### src/rtl/mandelbrot_escape_time_defines.svh
// Assertion macros for the escape-time block.
`ifndef MANDELBROT_ESCAPE_TIME_DEFINES_SVH
`define MANDELBROT_ESCAPE_TIME_DEFINES_SVH
`ifndef SYNTHESIS
`define MET_ASSERT_IMP(label, ante, cons) \
    label: assert property (@(posedge i_clk) disable iff (!i_rst_n) (ante) |-> (cons)) \
        else $error("mandelbrot_escape_time: check failed");
`define MET_ASSERT_NXT(label, ante, cons) \
    label: assert property (@(posedge i_clk) disable iff (!i_rst_n) (ante) |=> (cons)) \
        else $error("mandelbrot_escape_time: check failed");
`else
`define MET_ASSERT_IMP(label, ante, cons)
`define MET_ASSERT_NXT(label, ante, cons)
`endif
`endif

### src/rtl/met_pkg.sv
package met_pkg;

    localparam int FRAC_BITS = 28;
    localparam int CFG_IDX_W = 8;
    localparam int CFG_DATA_W = 32;
    localparam int PIX_X_W = 11;
    localparam int PIX_Y_W = 10;
    localparam int COUNT_W = 17;
    localparam int RES_W = 18;
    localparam int ZOOM_W = 31;
    localparam int Q_W = 32;

    localparam logic [36:0] MAG_LIMIT = 37'd1073741824;

    localparam logic [CFG_IDX_W-1:0] CFG_MAX_ITER = 8'd0;
    localparam logic [CFG_IDX_W-1:0] CFG_ZOOM = 8'd1;
    localparam logic [CFG_IDX_W-1:0] CFG_OFFSET_X = 8'd2;
    localparam logic [CFG_IDX_W-1:0] CFG_OFFSET_Y = 8'd3;

    localparam logic [COUNT_W-1:0] RST_MAX_ITER = 17'd124;
    localparam logic [ZOOM_W-1:0] RST_ZOOM = 31'd268435456;
    localparam logic [Q_W-1:0] RST_OFFSET_X = 32'hF4CC_CCCD;
    localparam logic [Q_W-1:0] RST_OFFSET_Y = 32'h0000_0000;

    typedef enum logic [2:0] {
        S_IDLE,
        S_MAP,
        S_SQ,
        S_UPD,
        S_FIN
    } t_met_state;

    typedef struct packed {
        logic load;
        logic map;
        logic sq;
        logic upd;
        logic out_load;
    } t_met_cmd;

    typedef struct packed {
        logic c_bad;
        logic at_limit;
        logic escape;
        logic overflow;
    } t_met_stat;

endpackage

### src/rtl/met_ctrl.sv
`include "mandelbrot_escape_time_defines.svh"
module met_ctrl (
    input  logic              i_clk,
    input  logic              i_rst_n,
    input  logic              i_valid,
    input  logic              i_out_stall,
    input  met_pkg::t_met_stat i_stat,
    output logic              o_in_ready,
    output met_pkg::t_met_cmd  o_cmd
);
    import met_pkg::*;

    t_met_state r_state;
    t_met_state n_state;

    always_ff @(posedge i_clk) begin
        if (!i_rst_n) begin
            r_state <= S_IDLE;
        end else begin
            r_state <= n_state;
        end
    end

    always_comb begin
        n_state    = r_state;
        o_cmd      = '0;
        o_in_ready = 1'b0;
        case (r_state)
            S_IDLE: begin
                o_in_ready = 1'b1;
                if (i_valid) begin
                    o_cmd.load = 1'b1;
                    n_state    = S_MAP;
                end
            end
            S_MAP: begin
                o_cmd.map = 1'b1;
                n_state   = S_SQ;
            end
            S_SQ: begin
                if (i_stat.c_bad || i_stat.at_limit) begin
                    n_state = S_FIN;
                end else begin
                    o_cmd.sq = 1'b1;
                    n_state  = S_UPD;
                end
            end
            S_UPD: begin
                if (i_stat.escape) begin
                    n_state = S_FIN;
                end else begin
                    o_cmd.upd = 1'b1;
                    n_state   = i_stat.overflow ? S_FIN : S_SQ;
                end
            end
            S_FIN: begin
                if (!i_out_stall) begin
                    o_cmd.out_load = 1'b1;
                    n_state        = S_IDLE;
                end
            end
            default: begin
                n_state = S_IDLE;
            end
        endcase
    end

    `MET_ASSERT_NXT(a_load_then_map, o_cmd.load, o_cmd.map)
    `MET_ASSERT_IMP(a_upd_after_sq, o_cmd.upd, $past(o_cmd.sq))
    `MET_ASSERT_NXT(a_out_load_idle, o_cmd.out_load, o_in_ready)

endmodule

### config.mk
export PLATFORM = sky130hd
export DESIGN_NAME = met_ctrl
export DESIGN_NICKNAME = d
export VERILOG_FILES = /design/src/rtl/met_pkg.sv /design/src/rtl/met_ctrl.sv
export VERILOG_INCLUDE_DIRS = /design/src /design/src/rtl
export SDC_FILE = /design/constraint.sdc
export NUM_CORES = 1
export LEC_CHECK = 0
export BUFFER_PORTS_ARGS = -buffer_cell sky130_fd_sc_hd__buf_2
export CAP_MARGIN = 40
export CORE_AREA = 2 2 39 41
export DETAILED_ROUTE_END_ITERATION = 16
export DIE_AREA = 0 0 41 43
export PLACE_DENSITY = 0.35
export SETUP_SLACK_MARGIN = 0.5
export SYNTH_ARGS = -nofsm -noshare
export SYNTH_HDL_FRONTEND = slang
export SYNTH_SLANG_ARGS = --single-unit
### constraint.sdc
create_clock -name i_clk -period 3.55 [get_ports i_clk]
set_clock_uncertainty 0.1 [all_clocks]
set_input_delay 0.1775 -clock i_clk [delete_from_list [all_inputs] [get_ports i_clk]]
set_output_delay 0.1775 -clock i_clk [all_outputs]
set_load 0.01 [all_outputs]
# Word level (Yosys, flattened, before mapping)
# Cells that the tools add are included.
# totals
regBits	3
inputBits	8
wordCells	26
# op_classes
eq_ne	6
mux	16
reduce_logical	3
# op_table
cell	n
$mux W3	5
$pmux W3 S5	1
$mux W1	10
$eq A3 B2 Y1 const B	2
$ne A2 B2 Y1 const B	2
$eq A3 B1 Y1 const B	1
$eq A3 B3 Y1 const B	1
$logic_not A3 Y1	1
$reduce_and A2 Y1	1
$logic_or A1 B1 Y1	1

# Longest topological paths before layout
# logic_depth
depth_word	3
ltp_mapped	3
mapped_depth_nobuf	3

# Worst setup path before layout
# OpenSTA, ideal clock, no wires.
# synth_timing
path_type	reg-to-output
start	register r_state[2]
end	output o_cmd[2] (netlist name)
arrival_ns	1.024
setup_slack_ns	2.248
path_stages_with_launch	4
cell_sequence	dfxtp_1 > nand2b_1 > or4_4 > inv_1
# synth_rtl
element	line	rtl
start, declared	met_ctrl.sv:13	t_met_state r_state;
start signal, assigned	met_ctrl.sv:20	r_state <= n_state;
end, declared	met_ctrl.sv:9	output met_pkg::t_met_cmd o_cmd

==> summary.txt <==
Floorplan
  • Starting density of the core: 0.135
  • Core footprint: 1380 um^2
  • Site Rows: 14
  • Die W: 41 um
  • Die Y: 43 um
  • Die area: 1760 um^2
  • I/O pin total: 14

Synthesis
  • Syn nets: 29
  • Top cell type's share of synthesized area: 0.322
  • Synthesis-stage register bit count: 3
  • Post-synthesis sequential area ratio: 0.322
  • Post-Syn Instances: 21
  • Mapped Avg Cell Area: 8.88 um^2
  • Ranking of synthesized cells by area: dfxtp_1 32%, a21boi_2 12%, and4bb_2 6.7%
  • Synth area leader: dfxtp_1
  • Mapped Area: 186 um^2
  • Cell variety after synth: 15
  • Ys Warns: 0

Final layout
  • Largest reg by FF count: r_state
  • Finished Cell Area: 298 um^2
  • Leading cell type in the layout, fill and taps excluded: buf_2
  • Largest regs: r_state x3
  • ANT cells: 0
  • Area growth, synth to finish: 59.7%
  • Most frequent cells in the layout: 13 x buf_2, 3 x clkbuf_4, 3 x dfxtp_1
  • FF/Latch Area: 60.1 um^2
  • Final nets: 47
  • # fillers: 172
  • Proportion of layout cells with a drive suffix above 1: 0.526
  • Area occupied by multi-input gates: 119 um^2
  • Post-Layout Cell Count: 54
  • Largest register FFs: 3

STA
  • Crit share post-route: 0.466
  • Fmax: 605 MHz
  • Final min period: 1650 ps
  • Setup violators final: 0
  • Sum Neg Setup Slack: 0 ps
  • Rel. slew slack: 0.842
  • Final Hold Viols: 0
  • Min Hold Slack: 102 ps
  • Worst slew pin tran: 235 ps
  • RSZ-0062 raised after global routing: false
  • Max-slew violations: 0

Route
  • Drt wl/cell: 8.69 um
  • Remaining DRCs: 0
  • Via count: 208
  • Routed WL: 469 um
  • Initial DRC Count: 2
  • Final ANT Viol Nets: 0
  • Vias per cell: 3.85
  • Drt pass-1 iters: 2

Placed design
  • I/O Buffers: 13
  • DP HPWL: 394 um
  • Post-DP Area: 272 um^2
  • Routability Congestion: 0.628
  • Cells after DPL: 50

Worst setup path
  • Critical path required time: 3270 ps
  • Crit path buf inv count: 2
  • Cells along the critical path: nand2b_1 -> or4_4 -> inv_1 -> buf_2
  • Delay-heaviest family, CP: simple AND/OR/NAND/NOR gates
  • Worst-path fanout max: 8
  • RR Startpoint: r_state[2]
  • Worst setup SP type: register
  • CP Capture Type: output port
  • FF-to-FF End: r_state[1]
  • R2r setup slk: 2280 ps
  • Kind of critical path: reg -> out
  • Worst Reg2Reg Path Length in Cells: 3
  • WP depth: 4
  • Crit path largest cell delay: 450 ps
  • Worst path arrival time: 1380 ps
  • Crit-path slowest cell: or4_4

Clocking
  • Hold_buf cts: 0
  • Clk buf depth: 2
  • Setup repair bufs after CTS: 0
  • Clock tree sinks: 3
  • CTS tree: yes
  • Num CTS Buffers: 3
  • Post-CTS resize count: 0
  • Clk slew on worst S/H paths: 30 ps
  • Root Driver: clkbuf_4
  • H-Tree Depth: 1
  • Clock Latency Late Sink: 230 ps

GRT
  • Overflow after GRT: 0
  • Grt met1 use: 0.0801
  • All-Layer GR Usage: 0.0752
  • First-pass GRT wire length: 855 um
  • Largest net degree at the start of global routing: 9
  • Busiest metal layer after global routing: met2
  • Met2 Usage GRT: 0.109
  • GRT met3 Usage: 0.0314
  • Initial antenna violation count: 0
  • Vias in the first global route: 216

Hold path
  • WHS Endpoint: r_state[2]
  • Hold path startpoint: i_rst_n
  • HP Class: in -> reg
  • Hold Crit Depth: 2

Power
  • Max VDD drop: 0.122 mV
  • Leakage power total: 0.155 nW
  • Post-layout total power: 124 uW
  • PwrDens: 415 nW/um^2

Job
  • MaxCap Viol Count: 0

Run status
  • Status: complete, no violations
## Yosys cell counts, drive strengths merged
master  number
dfxtp        3
a21boi       2
inv          2
nand2        2
o21ai        2
and4bb       1
nand2b       1
nand3b       1
nor2         1
nor3         1
nor3b        1
nor4b        1
o211a        1
o22ai        1
or4          1
## layer usage
| metal | share of wire | routed length [um] |
|---|---|---|
| met5 | 0 | 0 |
| met4 | 0 | 0 |
| met3 | 0.075 | 35 |
| met2 | 0.55 | 256 |
| met1 | 0.38 | 177 |
## logic make-up after synthesis
kind of cell    count (synthesis)  share of synthesized area
compound gates                  6                      0.262
buf+inv                         2                     0.0403
flops                           3                      0.322
simple gates                   10                      0.376
## power breakdown
| part | total, mW | switching [mW] | leakage, nW | internal, mW |
|---|---|---|---|---|
| clock network | 0.0582 | 0.0162 | 0.0150 | 0.0420 |
| logic | 0.0244 | 0.0114 | 0.116 | 0.0130 |
| registers | 0.0411 | 0.00441 | 0.0246 | 0.0367 |
## how the worst max path moves through the flow
stage | start | to | slack, ps
3_3_place_gp | r_state[2] | o_cmd[2] | 2150
6_report | r_state[2] | o_cmd[2] | 1900
2_1_floorplan | r_state[2] | o_cmd[2] | 2250
5_1_grt | r_state[1] | o_cmd[2] | 1790
3_5_place_dp | r_state[2] | o_cmd[2] | 2120
4_1_cts | r_state[2] | o_cmd[2] | 1880
## area by class of cell
| class | count | share of cell area |
|---|---|---|
| timing repair buffer | 13 | 0.218 |
| sequential | 3 | 0.202 |
| inverter | 2 | 0.0252 |
| clock buffer | 4 | 0.0882 |
| tap | 16 | 0.0672 |
| multi-input combinational | 16 | 0.399 |
## through the flow
step,setup WS (ps),utilization
final,1900,0.215
after global routing,1790,0.215
after CTS,1880,0.215
after detailed placement,2120,0.196
after global placement,2150,0.196
after floorplan,2250,-
No activity file was read; power rests on OpenSTA's default activity.
